--- config.mk ---
export PLATFORM = sky130hd
export DESIGN_NAME = sbc_ctrl
export DESIGN_NICKNAME = d
export VERILOG_FILES = /design/src/hw/rtl/sbc_pkg.sv /design/src/hw/rtl/sbc_ctrl.sv
export SDC_FILE = /design/constraint.sdc
export NUM_CORES = 1
export LEC_CHECK = 0
export BUFFER_PORTS_ARGS = -buffer_cell sky130_fd_sc_hd__buf_4
export CAP_MARGIN = 20
export CORE_ASPECT_RATIO = 0.75
export CORE_MARGIN = 1
export CORE_UTILIZATION = 30
export CTS_BUF_LIST = sky130_fd_sc_hd__clkbuf_4
export DETAILED_ROUTE_END_ITERATION = 10
export GPL_ROUTABILITY_DRIVEN = 0
export PLACE_DENSITY_LB_ADDON = 0.1
export SLEW_MARGIN = 30
export SYNTH_ARGS = -nofsm -noshare
export SYNTH_HDL_FRONTEND = slang
export SYNTH_SLANG_ARGS = --single-unit
--- constraint.sdc ---
create_clock -name clk -period 1.58 [get_ports clk]
set_input_delay 0.158 -clock clk [delete_from_list [all_inputs] [get_ports clk]]
set_output_delay 0.158 -clock clk [all_outputs]
set_load 0.02 [all_outputs]
--- src/hw/rtl/sbc_pkg.sv ---
// Shared types and constants for the segment versus grown-box corridor check.
// Used by the compare unit, the datapath, the controller and the top level.
// Depends on nothing else.
package sbc_pkg;

	// Field widths of the external interface.
	localparam int POS_W  = 32;
	localparam int DIR_W  = 16;
	localparam int SIZE_W = 31;
	localparam int CFG_W  = 31;
	localparam int CFG_IDX_W = 1;

	// Fraction bits of the direction vector.
	localparam int DIR_FRAC_BITS = 14;

	// Internal widths. Doubled positions keep half a box size exact.
	localparam int O2_W   = POS_W + 1;
	localparam int NUM_W  = POS_W + 3;
	localparam int DEN_W  = DIR_W + 1;
	localparam int PROD_W = NUM_W + DEN_W + 1;

	// Register reset values: lookahead 1.0 and clearance 0.5 in Q16.16.
	localparam logic [CFG_W-1:0] LOOKAHEAD_RESET = CFG_W'(65536);
	localparam logic [CFG_W-1:0] CLEARANCE_RESET = CFG_W'(32768);

	// Configuration register indexes.
	typedef enum logic [CFG_IDX_W-1:0] {
		REG_LOOKAHEAD = 1'b0,
		REG_CLEARANCE = 1'b1
	} cfg_reg_t;

	// Exact rational value; the denominator is always positive.
	typedef struct packed {
		logic signed [NUM_W-1:0] num;
		logic        [DEN_W-1:0] den;
	} frac_t;

	// Commands from the controller to the datapath.
	typedef struct packed {
		logic load;   // capture a new transaction
		logic prep;   // form entry and exit times, reset the interval
		logic upd;    // narrow the interval from the step-one compares
		logic step2;  // compare unit checks tMax < tMin
		logic axis;   // 0 = X, 1 = Z
	} cmd_t;

	// Status from the datapath to the controller.
	typedef struct packed {
		logic enabled;
		logic last;
		logic dzero;    // selected axis has a zero direction component
		logic contain;  // origin lies inside the grown span of that axis
		logic miss;     // interval became empty
	} sts_t;

endpackage

--- src/hw/rtl/sbc_ctrl.sv ---
// Controller: sequences each box through both axes, keeps the hit memory
// and holds the result register. Depends on sbc_pkg.
module sbc_ctrl (
	input  logic          clk,
	input  logic          arst_n,
	input  logic          in_valid,
	output logic          in_ready,
	output logic          out_valid,
	input  logic          out_ready,
	output logic          corridor_clear,
	input  sbc_pkg::sts_t sts,
	output sbc_pkg::cmd_t cmd
);
	import sbc_pkg::*;

	typedef enum logic [2:0] {
		ST_IDLE,
		ST_PREP,
		ST_AXIS,
		ST_UPD,
		ST_MUL2,
		ST_CHK,
		ST_FINISH
	} state_t;

	state_t state_q;
	logic   axis_q;
	logic   hit_q;
	logic   hit_seen_q;
	logic   out_valid_q;
	logic   clear_q;
	logic   accept;
	logic   out_free;

	assign in_ready       = (state_q == ST_IDLE);
	assign accept         = in_valid && in_ready;
	assign out_valid      = out_valid_q;
	assign corridor_clear = clear_q;
	assign out_free       = !out_valid_q || out_ready;

	// Commands decoded from the current state and the input handshake.
	always_comb begin
		cmd       = '0;
		cmd.axis  = axis_q;
		cmd.load  = accept;
		unique case (state_q)
			ST_PREP: cmd.prep  = 1'b1;
			ST_UPD:  cmd.upd   = 1'b1;
			ST_MUL2: cmd.step2 = 1'b1;
			ST_CHK:  cmd.step2 = 1'b1;
			default: ;
		endcase
	end

	// State, hit memory and result register.
	always_ff @(posedge clk or negedge arst_n) begin
		if (!arst_n) begin
			state_q     <= ST_IDLE;
			axis_q      <= 1'b0;
			hit_q       <= 1'b0;
			hit_seen_q  <= 1'b0;
			out_valid_q <= 1'b0;
			clear_q     <= 1'b0;
		end else begin
			// A last box in the finish state reloads the result register itself.
			if (out_valid_q && out_ready && !((state_q == ST_FINISH) && sts.last)) begin
				out_valid_q <= 1'b0;
			end
			unique case (state_q)
				ST_IDLE: begin
					if (accept) begin
						state_q <= ST_PREP;
					end
				end
				ST_PREP: begin
					axis_q <= 1'b0;
					if (!sts.enabled) begin
						hit_q   <= 1'b0;
						state_q <= ST_FINISH;
					end else begin
						state_q <= ST_AXIS;
					end
				end
				ST_AXIS: begin
					if (!sts.dzero) begin
						state_q <= ST_UPD;
					end else if (!sts.contain) begin
						hit_q   <= 1'b0;
						state_q <= ST_FINISH;
					end else if (axis_q) begin
						hit_q   <= 1'b1;
						state_q <= ST_FINISH;
					end else begin
						axis_q <= 1'b1;
					end
				end
				ST_UPD: begin
					state_q <= ST_MUL2;
				end
				ST_MUL2: begin
					state_q <= ST_CHK;
				end
				ST_CHK: begin
					if (sts.miss) begin
						hit_q   <= 1'b0;
						state_q <= ST_FINISH;
					end else if (axis_q) begin
						hit_q   <= 1'b1;
						state_q <= ST_FINISH;
					end else begin
						axis_q  <= 1'b1;
						state_q <= ST_AXIS;
					end
				end
				ST_FINISH: begin
					// A last box waits here until the result register is free.
					if (!sts.last) begin
						hit_seen_q <= hit_seen_q | hit_q;
						state_q    <= ST_IDLE;
					end else if (out_free) begin
						out_valid_q <= 1'b1;
						clear_q     <= !(hit_seen_q || hit_q);
						hit_seen_q  <= 1'b0;
						state_q     <= ST_IDLE;
					end
				end
				default: state_q <= ST_IDLE;
			endcase
		end
	end

endmodule

=== Yosys cells after proc, flatten, opt, wreduce, memory -nomap -nowiden ===
Cells that the tools add are included.
W data, S select, Z words.

* Mux-type cells: 29
* Reduce and logical (&&, ||, !) cells: 17
* Bitwise operators: 1
* Equal/unequal tests: 14

{| class="wikitable"
|+ Operators with widths
! kind !! number
|-
| $mux W3 || 9
|-
| $pmux W3 S7 || 1
|-
| $mux W1 || 17
|-
| $eq A3 B3 Y1 const B || 3
|-
| $reduce_and A3 Y1 || 3
|-
| $ne A2 B2 Y1 const B || 4
|-
| $eq A3 B2 Y1 const B || 2
|-
| $pmux W1 S3 || 2
|-
| $logic_and A1 B1 Y1 || 4
|-
| $ne A2 B1 Y1 const B || 2
|-
| $ne A4 B4 Y1 const B || 1
|-
| $reduce_and A4 Y1 || 1
|-
| $eq A3 B1 Y1 const B || 1
|-
| $logic_not A1 Y1 || 3
|-
| $logic_not A3 Y1 || 1
|-
| $ne A3 B3 Y1 const B || 1
|-
| $reduce_bool A3 Y1 || 1
|-
| $logic_or A1 B1 Y1 || 2
|-
| $reduce_and A2 Y1 || 1
|-
| $reduce_or A2 Y1 || 1
|-
| $or A1 B1 Y1 || 1
|}

* Logic and storage cells: 67
* Output and inout port bits: 8
* Register bits after elaboration: 8
* Input bits: 9

=== Longest topological paths before layout ===
Gate-level depths: netlist (run 1).

* Depth after elaboration: 8
* Mapped depth: 5
* Mapped depth without buffers: 4

=== Worst setup path before layout (run 1) ===
Ideal clock, no wire load.

* Path type: reg2out
* Start point: reg state_q[1]
* End point: out cmd[4] (netlist bit)
* Data arrival time: 1.426 ns
* Cell stages (with the launch flop): 5
* Path buffers: 2
* Required time: 1.422 ns
* Setup slack: -0.004 ns
* Cells stage by stage: dfrtp_1 -> buf_4 -> nor3_1 -> and2_1 -> buf_4

* Cells in the longest elaborated chain, start to end: 2

{| class="wikitable"
|+ Ends and longest elaborated chain
! item !! RTL line !! RTL
|-
| start: declaration || sbc_ctrl.sv:26 || <nowiki>state_t state_q;</nowiki>
|-
| start signal: assignment || sbc_ctrl.sv:58 || <nowiki>state_q <= ST_IDLE;</nowiki>
|-
| start signal: assignment || sbc_ctrl.sv:72 || <nowiki>state_q <= ST_PREP;</nowiki>
|-
| start signal: assignment || sbc_ctrl.sv:79 || <nowiki>state_q <= ST_FINISH;</nowiki>
|-
| $logic_not A3 Y1 || sbc_ctrl.sv:35 || <nowiki>assign in_ready = (state_q == ST_IDLE);</nowiki>
|-
| via in_ready || sbc_ctrl.sv:7 || <nowiki>output logic in_ready,</nowiki>
|-
| $logic_and A1 B1 Y1 || sbc_ctrl.sv:36 || <nowiki>assign accept = in_valid && in_ready;</nowiki>
|-
| end: declaration || sbc_ctrl.sv:12 || <nowiki>output sbc_pkg::cmd_t cmd</nowiki>
|}

The timed path passes the listed nets, and every way through them passes these cells.

==> results by group, run 1 <==
Status
  – Status: completed

Timing
  – Clock Skews: 0.002574 ns
  – Measured slew at the worst slew-check pin: 0.4193 ns
  – Unrepaired setup endpoints after global routing: false
  – Final setup viols: 0
  – Max Freq: 678.5 MHz
  – Final period util: 0.9328
  – Final slew viol count: 0
  – Max-slew headroom: 0.7205
  – Fin crit period: 1.474 ns
  – Setup_tns: 0 ns
  – Worst setup margin: 0.1062 ns
  – Final hold violation count: 0

Detailed routing
  – Post-DR vias/cell: 5.052
  – Detailed-route DRC error count: 0
  – ANT nets after route: 0
  – Wire per inst: 12.22 um
  – DR iter-0 viols: 10
  – 1st-pass router iterations: 4
  – Detailed-route via count: 485
  – Post-Route WL: 1173 um

Synthesis
  – Most used DFF post-synth: dfrtp_1
  – Syn avg cell area: 8.842 sq um
  – Synth top area share: 0.3774
  – #FFs+latches synth: 8
  – Ys Warns: 0
  – Post-Syn Area: 530.5 sq um
  – Post-synth top area cell: dfrtp_1
  – Seq/Total Area, Yosys: 0.3774
  – Post-Synth XOR/XNOR Area: 0
  – FFs w/ async S/R, synth: 1.000
  – Post-Synthesis Cells: 60
  – Top cells by count, synth: dfrtp_1 (8), nor2_1 (7), o21ai_1 (6)
  – Distinct cell type count after synthesis: 29
  – Cell with the most instances after synthesis: dfrtp_1
  – Synth Area in Compound Gates: 0.2618
  – Mux share of post-synthesis cell area: 0
  – Adder-cell area share of the yosys netlist: 0
  – Post-Synth Simple-Gate Area: 0.2618
  – Syn_nets: 69
  – Synth top area cells: dfrtp_1 (38%), o21ai_1 (5.7%), buf_4 (5.7%)
  – Largest family of logic cells by synthesized area: compound AO/OA/AOI/OAI gates
  – Post-synth EDFFs: 0

Final layout
  – # diodes: 0
  – Layout cells sized above 1: 0.3467
  – Fin nets: 86
  – Final core utilization: 0.4319
  – Layout fillers: 173
  – Multi-input gate area: 282.8 sq um
  – Reg area: 201.4 sq um
  – Layout area overhead: 27.12%

Critical path
  – CP delay by family, top: flip-flops
  – CP Capture Type: primary output
  – WP data required: 1.42 ns
  – Crit path launch type: flop
  – CP Max Fanout: 11
  – Worst path bufs/invs: 1
  – Worst-path cell chain: nor3_2 -> and2_1 -> buf_4
  – Flop2flop setup slack: 0.16 ns
  – Crit-path slowest cell: dfrtp_1
  – Setup Crit Path Kind: flop to primary output
  – Crit path largest cell delay: 0.53 ns
  – WP data arrival: 1.32 ns

Floorplan
  – DIE HEIGHT: 38.42 um
  – # IOs: 17
  – Core area: 1562 sq um
  – Die Wd: 50.56 um
  – Initial core utilization: 0.3397
  – Core Rows: 12
  – Die area: 1942 sq um

Job
  – Max-cap viol count: 0

Global routing
  – GRT Total Usage: 0.1472
  – Grt met3 use: 0.08333
  – Initial antenna violation count: 0
  – Vias in the first global route: 407
  – Busiest layer in global routing: met1
  – Global routing usage on met2: 0.1967
  – First-pass GRT wire length: 1945 um
  – Total gr overflow: 0
  – Largest net degree at the start of global routing: 16
  – Met1 Usage GRT: 0.2048

Clock network
  – CTS H-tree depth: 1
  – Sink Count: 8
  – Post-CTS Repair Setup Buffers: 0
  – CTS Buf Count: 3
  – CTS tree: yes
  – Clock Path Buffers: 2
  – Clock Pin Slew Worst Setup and Hold Paths: 0.05 ns
  – Worst-Skew Late Latency: 0.25 ns
  – CTS root buf: clkbuf_4

Hold path
  – Hold crit path type: input port to flop

Place
  – Pre-CTS setup slack: 0.1550 ns
  – Port bufs: 16

Power and ir drop
  – P_leak: 0.3087 nW
  – VDD IR max: 692.8 uV
  – P per Cell Area: 1882 nW/um^2
==> stage by stage <==
step | hold WS [ns] | instance area, sq um | total power, mW | cells
finish | 0.09745 | 674.4 | 1.269 | 96
global route | 0.08787 | 674.4 | 1.375 | 96
CTS | 0.09537 | 674.4 | 1.280 | 96
detailed placement | -0.01738 | 640.6 | 1.109 | 92
global placement | -0.01430 | 640.6 | 1.109 | 92
floorplan | -0.1376 | 535.5 | 0.9523 | 60
==> flip-flops by register name, indices dropped and copies added (netlist names) <==
signal	flops
state_q	3
corridor_clear	1
hit_seen_q	1
axis_q	1
hit_q	1
out_valid	1
==> worst paths after layout <==
| kind | from | to | cells after the start |
|---|---|---|---|
| max in group asynchronous | arst_n | state_q[2] | 2 |
| min in group asynchronous | arst_n | state_q[2] | 2 |
| max | state_q[0] | cmd[4] | 3 |
| max reg2reg | state_q[1] | corridor_clear | 4 |
| min reg2reg | hit_q | corridor_clear | 1 |
| min | out_ready | out_valid | 2 |
==> cell families (layout without fill, tap and decap cells) <==
logic type	after synthesis	in the layout
buffers and inverters	8	23
DFF	8	8
AOI/OAI and AO/OA	20	20
and+or+nand+nor	24	24
==> layout make-up <==
type / instances / area share
inverters: 3 / 0.01670
flip-flops and latches: 8 / 0.2987
multi-input cells: 44 / 0.4193
clock buffers: 3 / 0.03340
repair buffers: 17 / 0.1930
well taps: 21 / 0.03896
==> repair_timing <==
item,CTS,global route
gates resized for setup,1,0
hold buffers,1,0
endpoints found under the setup margin,1,0
hold endpoints to repair,8,0
==> where the power goes <==
part,switching [mW],internal [mW],total (mW),leakage (nW)
combinational,0.325,0.313,0.638,0.196
sequential,0.184,0.289,0.473,0.0985
clock,0.0720,0.0871,0.159,0.0138
total,0.581,0.689,1.27,0.309
==> placed cells by master (no fill, tap or decap), types with 2 or more instances in the layout <==
| cell type | n |
|---|---|
| buf_4 | 16 |
| nor2_1 | 7 |
| dfrtp_1 | 7 |
| o21ai_1 | 6 |
| nand2_1 | 4 |
| inv_1 | 3 |
| clkbuf_4 | 3 |
| o21ai_0 | 2 |
| nand2b_1 | 2 |
| a22oi_1 | 2 |
| nand3_1 | 2 |
| a21oi_1 | 2 |
==> routing by layer <==
| metal | share of wire | wire (um) |
|---|---|---|
| met1 | 0.54 | 632 |
| met2 | 0.41 | 483 |
| met3 | 0.049 | 57 |
| met4 | 0 | 0 |
| met5 | 0 | 0 |
No activity file was read; power rests on OpenSTA's default activity.
==> run 2, diff against run 1 <==
--- a/config.mk
+++ b/config.mk
@@ -13,7 +13,6 @@
 export CTS_BUF_LIST = sky130_fd_sc_hd__clkbuf_4
 export DETAILED_ROUTE_END_ITERATION = 10
 export GPL_ROUTABILITY_DRIVEN = 0
-export PLACE_DENSITY_LB_ADDON = 0.1
 export SLEW_MARGIN = 30
 export SYNTH_ARGS = -nofsm -noshare
 export SYNTH_HDL_FRONTEND = slang
==> run 2 against run 1 <==
Compared with the run above: critical path depth stayed put; flip-flop and latch count unchanged; global-route usage down 1.9 points; setup slack gained 0.021 ns; clock skew up 0.0013 ns; design area unchanged; sequential share of layout area is the same; sequential power fell by 1%; die area stayed put; total power is 1.7% lower; worst hold slack better by 0.0057 ns; largest cell class unchanged; highest routed layer is now met4.
==> results by group, run 2 (same netlist as run 1, synthesis figures left out) <==
Global routing
  – Largest net degree at the start of global routing: 16 (unchanged)
  – Vias in the first global route: 374 (-8.1%)
  – Initial antenna violation count: 0 (unchanged)
  – Total gr overflow: 0 (unchanged)
  – GRT Total Usage: 0.1280 (-0.01928)
  – First-pass GRT wire length: 1752 um (-9.9%)

Floorplan
  – # IOs: 17 (unchanged)
  – Die area: 1942 sq um (unchanged)
  – Initial core utilization: 0.3397 (unchanged)
  – Core area: 1562 sq um (unchanged)
  – Die Wd: 50.56 um (unchanged)
  – DIE HEIGHT: 38.42 um (unchanged)
  – Core Rows: 12 (unchanged)

Detailed routing
  – Post-Route WL: 1075 um (-8.4%)
  – Detailed-route via count: 472 (-2.7%)
  – 1st-pass router iterations: 4 (unchanged)
  – Wire per inst: 11.20 um (-8.4%)
  – Detailed-route DRC error count: 0 (unchanged)
  – DR iter-0 viols: 11 (+1)
  – ANT nets after route: 0 (unchanged)
  – Post-DR vias/cell: 4.917 (-2.7%)

Clock network
  – Clock Path Buffers: 2 (unchanged)
  – Worst-Skew Late Latency: 0.25 ns (about the same)
  – CTS H-tree depth: 1 (unchanged)
  – Sink Count: 8 (unchanged)
  – Clock Pin Slew Worst Setup and Hold Paths: 0.05 ns (about the same)
  – Post-CTS Repair Setup Buffers: 0 (unchanged)
  – CTS tree: yes
  – CTS root buf: clkbuf_4
  – CTS Buf Count: 3 (unchanged)

Place
  – DP Area: 640.6 sq um (unchanged)
  – Port bufs: 16 (unchanged)
  – Hpwl dp: 831.9 um

Final layout
  – Max FFs per register: 3 (unchanged)
  – Most frequent cells in the layout: buf_4 (16), nor2_1 (7), dfrtp_1 (7), o21ai_1 (6), nand2_1 (4)
  – Commonest non-fill, non-tap cell in the layout: buf_4
  – Design area: 674.4 sq um (unchanged)
  – # diodes: 0 (unchanged)
  – Fin nets: 86 (unchanged)
  – Layout area overhead: 27.12% (unchanged)
  – Top reg by flops: state_q
  – Layout cells sized above 1: 0.3467 (unchanged)

Timing
  – Final hold violation count: 0 (unchanged)
  – Final period util: 0.9196 (-0.01322)
  – Setup_tns: 0 ns (unchanged)
  – Max Freq: 688.3 MHz (+1.4%)
  – Unrepaired setup endpoints after global routing: false
  – Final slew viol count: 0 (unchanged)
  – Final setup viols: 0 (unchanged)
  – Fin crit period: 1.453 ns (-0.02088 ns)
  – Max-slew headroom: 0.7288 (+0.008323)
  – Clock Skews: 0.003885 ns (+0.001311 ns)
  – Measured slew at the worst slew-check pin: 0.4068 ns (-0.01248 ns)

Status
  – Status: completed

Critical path
  – CP Max Fanout: 11 (unchanged)
  – Worst-path cell chain: nor3_2 -> and2_1 -> buf_4
  – CP delay by family, top: flip-flops
  – WP data required: 1.42 ns (about the same)
  – WP data arrival: 1.29 ns (-0.03 ns)
  – Crit path launch type: flop
  – Crit-path slowest cell: dfrtp_1
  – Crit path largest cell delay: 0.52 ns (about the same)
  – CP Capture Type: primary output
  – Worst path bufs/invs: 1 (unchanged)
  – Setup Crit Path Kind: flop to primary output

Hold path
  – Hold crit path type: input port to flop

Power and ir drop
  – VDD IR max: 745.4 uV (+7.6%)
  – P_leak: 0.3087 nW (unchanged)
  – P per Cell Area: 1850 nW/um^2 (-1.7%)

Job
  – Max-cap viol count: 0 (unchanged)
run 2: cell counts in the layout (fill, tap and decap cells not counted):
No cell type changed its count.
run 2: what timing repair did:
item / CTS / global route
endpoints found under the setup margin: 1 / 0
hold endpoints to repair: 8 / 0
hold buffers: 1 / 0
gates resized for setup: 1 / 0
run 2: metal layers:
metal	track usage	vias up	wire, um
li1	-	246	-
met1	0.1855	212	554
met2	0.1600	12	450
met3	0.05952	2	64
met4	0.04167	0	5
met5	0	-	0
run 2: cell type report:
class / count / area [sq um]
well taps: 21 / 26.28
clock buffers: 3 / 22.52
inverters: 3 / 11.26
multi-input cells: 44 / 282.8
flip-flops and latches: 8 / 201.4
repair buffers: 17 / 130.1
fillers: 165 / 887.1
run 2: stage by stage:
step | std cells | total power, mW | hold WS, ns | setup WS (ns) | utilization
2_1_floorplan | 60 | 0.9523 | -0.1376 | 0.2099 | -
3_3_place_gp | 92 | 1.099 | -0.01718 | 0.1962 | 0.4103
3_5_place_dp | 92 | 1.101 | -0.01778 | 0.1912 | 0.4103
4_1_cts | 96 | 1.261 | 0.1024 | 0.1061 | 0.4319
5_1_grt | 96 | 1.355 | 0.09191 | 0.007876 | 0.4319
6_report | 96 | 1.248 | 0.1032 | 0.1271 | 0.4319
run 2: power by group:
part           switching, mW  internal [mW]  leakage (nW)
Combinational          0.318          0.313         0.196
Clock                 0.0640         0.0865        0.0138
Sequential             0.177          0.289        0.0985
run 2: final timing paths:
check | from | endpoint | slack (ns) | cells past startpoint
setup / recovery | state_q[0] | cmd[4] | 0.13 | 3
hold / removal | out_ready | out_valid | 0.10 | 2
setup reg to reg | state_q[1] | corridor_clear | 0.19 | 3
hold reg to reg | corridor_clear | corridor_clear | 0.49 | 2
max in group asynchronous | arst_n | state_q[2] | 1.18 | 2
min in group asynchronous | arst_n | out_valid | 0.26 | 2
run 2: worst register-to-register path, stage by stage (launching register included):
cell and delay [ns]:
dfrtp_1 0.58, and2b_2 0.28, nand3_2 0.12, o41ai_2 0.30
==> run 3, diff against run 2 <==
==> constraint.sdc (replaced) <==
create_clock -name clk -period 1.58 [get_ports clk]
set_input_delay 0.158 -clock clk [delete_from_list [all_inputs] [get_ports clk]]
set_output_delay 0.158 -clock clk [all_outputs]
set_load 0.005 [all_outputs]
==> run 3 against run 2 <==
Compared with the run above: design area fell by 0.74%; register-to-register slack hardly changed; global-route usage rose by 1.4 points; sequential power down 2%; via count up 4.0%; die area did not move; combinational power decreased by 16%; critical path type unchanged; critical endpoint unchanged.
==> results by group, run 3 (same netlist as run 1, synthesis figures left out) <==
Final layout
  – Fin nets: 86 (unchanged)
  – Commonest non-fill, non-tap cell in the layout: buf_4
  – Layout area overhead: 26.18%
  – Max FFs per register: 3 (unchanged)
  – Most frequent cells in the layout: buf_4 (16), nor2_1 (7), dfrtp_1 (7), o21ai_1 (6), nand2_1 (4)
  – Layout cells sized above 1: 0.3333 (-0.01333)
  – Layout fillers: 167 (+1.2%)
  – # diodes: 0 (unchanged)
  – Top reg by flops: state_q
  – Final cell count without fillers: 96 (unchanged)

Detailed routing
  – Wire per inst: 11.71 um (+4.6%)
  – ANT nets after route: 0 (unchanged)
  – Detailed-route via count: 491 (+4.0%)
  – 1st-pass router iterations: 4 (unchanged)
  – Post-Route WL: 1124 um (+4.6%)
  – Detailed-route DRC error count: 0 (unchanged)
  – Post-DR vias/cell: 5.115 (+4.0%)
  – DR iter-0 viols: 11 (unchanged)

Global routing
  – GRT Total Usage: 0.1420 (+0.01403)
  – Vias in the first global route: 434 (+16%)
  – Grt met3 use: 0.07143 (+0.01190)
  – Total gr overflow: 0 (unchanged)
  – Global routing usage on met2: 0.2067 (+0.04667)
  – Met1 Usage GRT: 0.1825 (-0.003078)
  – Busiest layer in global routing: met2
  – Largest net degree at the start of global routing: 16 (unchanged)
  – Initial antenna violation count: 0 (unchanged)
  – First-pass GRT wire length: 1952 um (+11%)

Floorplan
  – Core area: 1562 sq um (unchanged)
  – Die area: 1942 sq um (unchanged)
  – Core Rows: 12 (unchanged)
  – # IOs: 17 (unchanged)
  – Initial core utilization: 0.3397 (unchanged)
  – Die Wd: 50.56 um (unchanged)
  – DIE HEIGHT: 38.42 um (unchanged)

Critical path
  – Flop2flop setup slack: 0.20 ns (about the same)
  – Setup Crit Path Kind: flop to primary output
  – WP data arrival: 1.27 ns (-0.02 ns)
  – Worst-path cell chain: nor3_1 -> and2_1 -> buf_4
  – CP Max Fanout: 11 (unchanged)
  – Crit path largest cell delay: 0.51 ns (about the same)
  – Crit path launch type: flop
  – WP data required: 1.42 ns (about the same)
  – Worst Reg-to-Reg Cells: 3 (unchanged)
  – Worst path bufs/invs: 1 (unchanged)
  – Crit-path slowest cell: dfrtp_1
  – Worst R2R End: corridor_clear
  – CP delay by family, top: flip-flops
  – RR Startpoint: state_q[0]
  – CP Capture Type: primary output

Clock network
  – Worst-Skew Late Latency: 0.25 ns (about the same)
  – CTS Buf Count: 3 (unchanged)
  – CTS root buf: clkbuf_4
  – Clock Path Buffers: 2 (unchanged)
  – Sink Count: 8 (unchanged)
  – CTS tree: yes
  – CTS H-tree depth: 1 (unchanged)
  – Clock Pin Slew Worst Setup and Hold Paths: 0.05 ns (about the same)

Hold path
  – Hold Path Origin: out_ready
  – Hold crit path type: input port to flop
  – Hold depth: 2 (unchanged)
  – Hold EP: out_valid

Timing
  – Final setup viols: 0 (unchanged)
  – Fin crit period: 1.428 ns (-0.02454 ns)
  – Final hold violation count: 0 (unchanged)
  – Final slew viol count: 0 (unchanged)
  – Unrepaired setup endpoints after global routing: false
  – Final period util: 0.9040 (-0.01553)
  – Clock Skews: 0.003971 ns (+0.00008641 ns)
  – Setup_tns: 0 ns (unchanged)
  – Measured slew at the worst slew-check pin: 0.3759 ns (-0.03090 ns)
  – Max-slew headroom: 0.7494 (+0.02060)
  – Max Freq: 700.1 MHz (+1.7%)

Job
  – Max-cap viol count: 0 (unchanged)

Place
  – Dpl cells: 92 (unchanged)
  – Hpwl dp: 876.2 um (+5.3%)
  – Port bufs: 16 (unchanged)

Power and ir drop
  – P_leak: 0.3076 nW (-0.38%)
  – VDD IR max: 886.2 uV (+19%)
  – P per Cell Area: 1699 nW/um^2 (-8.2%)

Status
  – Status: completed
[run 3: cell counts in the layout (fill, tap and decap cells not counted)]
No cell type changed its count.
[run 3: worst max-delay path by stage]
stage,from,endpoint,slack (ns),depth (start not counted)
2_1_floorplan,state_q[1],cmd[4],0.38,4
3_3_place_gp,state_q[0],corridor_clear,0.23,3
3_5_place_dp,state_q[0],corridor_clear,0.20,3
4_1_cts,state_q[2],cmd[2],0.04,3
5_1_grt,state_q[0],cmd[4],0.02,3
6_report,state_q[0],cmd[4],0.15,3
[run 3: final cells by class]
| class | instances | area [sq um] | area share |
|---|---|---|---|
| clock buffer | 3 | 22.52 | 0.03364 |
| inverter | 3 | 11.26 | 0.01682 |
| sequential | 8 | 201.4 | 0.3009 |
| timing repair buffer | 17 | 130.1 | 0.1944 |
| multi-input combinational | 44 | 277.8 | 0.4150 |
| tap | 21 | 26.28 | 0.03925 |
[run 3: metal layers]
layer | share of wire | vias up | wire (um)
met1 | 0.51 | 231 | 571
met5 | 0 | - | 0
li1 | - | 248 | -
met2 | 0.43 | 10 | 487
met4 | 0.011 | 0 | 12
met3 | 0.046 | 2 | 52
[run 3: worst reg2reg max path: cells and delay by family, from the launching register on]
family | cells | cell delay, ns
AOI/OAI and AO/OA | 1 | 0.31
and+or+nand+nor | 2 | 0.46
DFF | 1 | 0.51
[run 3: report_power, final]
part / switching, mW / internal [mW] / total [mW]
clock: 0.0634 / 0.0865 / 0.150
combinational: 0.227 / 0.303 / 0.530
sequential: 0.168 / 0.290 / 0.457
total: 0.458 / 0.679 / 1.14
[run 3: per-stage QoR]
stage	utilization	setup slack, ns	hold slack, ns	power (mW)	area [sq um]
floorplan	-	0.3775	-0.1376	0.8452	530.5
global placement	0.4071	0.2284	-0.01776	0.9895	635.6
detailed placement	0.4071	0.2030	-0.01723	0.9883	635.6
CTS	0.4279	0.03515	0.1011	1.145	668.1
global route	0.4287	0.02347	0.1127	1.251	669.4
finish	0.4287	0.1516	0.1001	1.137	669.4
[run 3: what timing repair did]
item,4_1_cts,5_1_grt
resized for setup,0,1
setup buffers,0,0
hold buffers,1,0
setup endpoints to repair,0,2
hold endpoints to repair,8,0
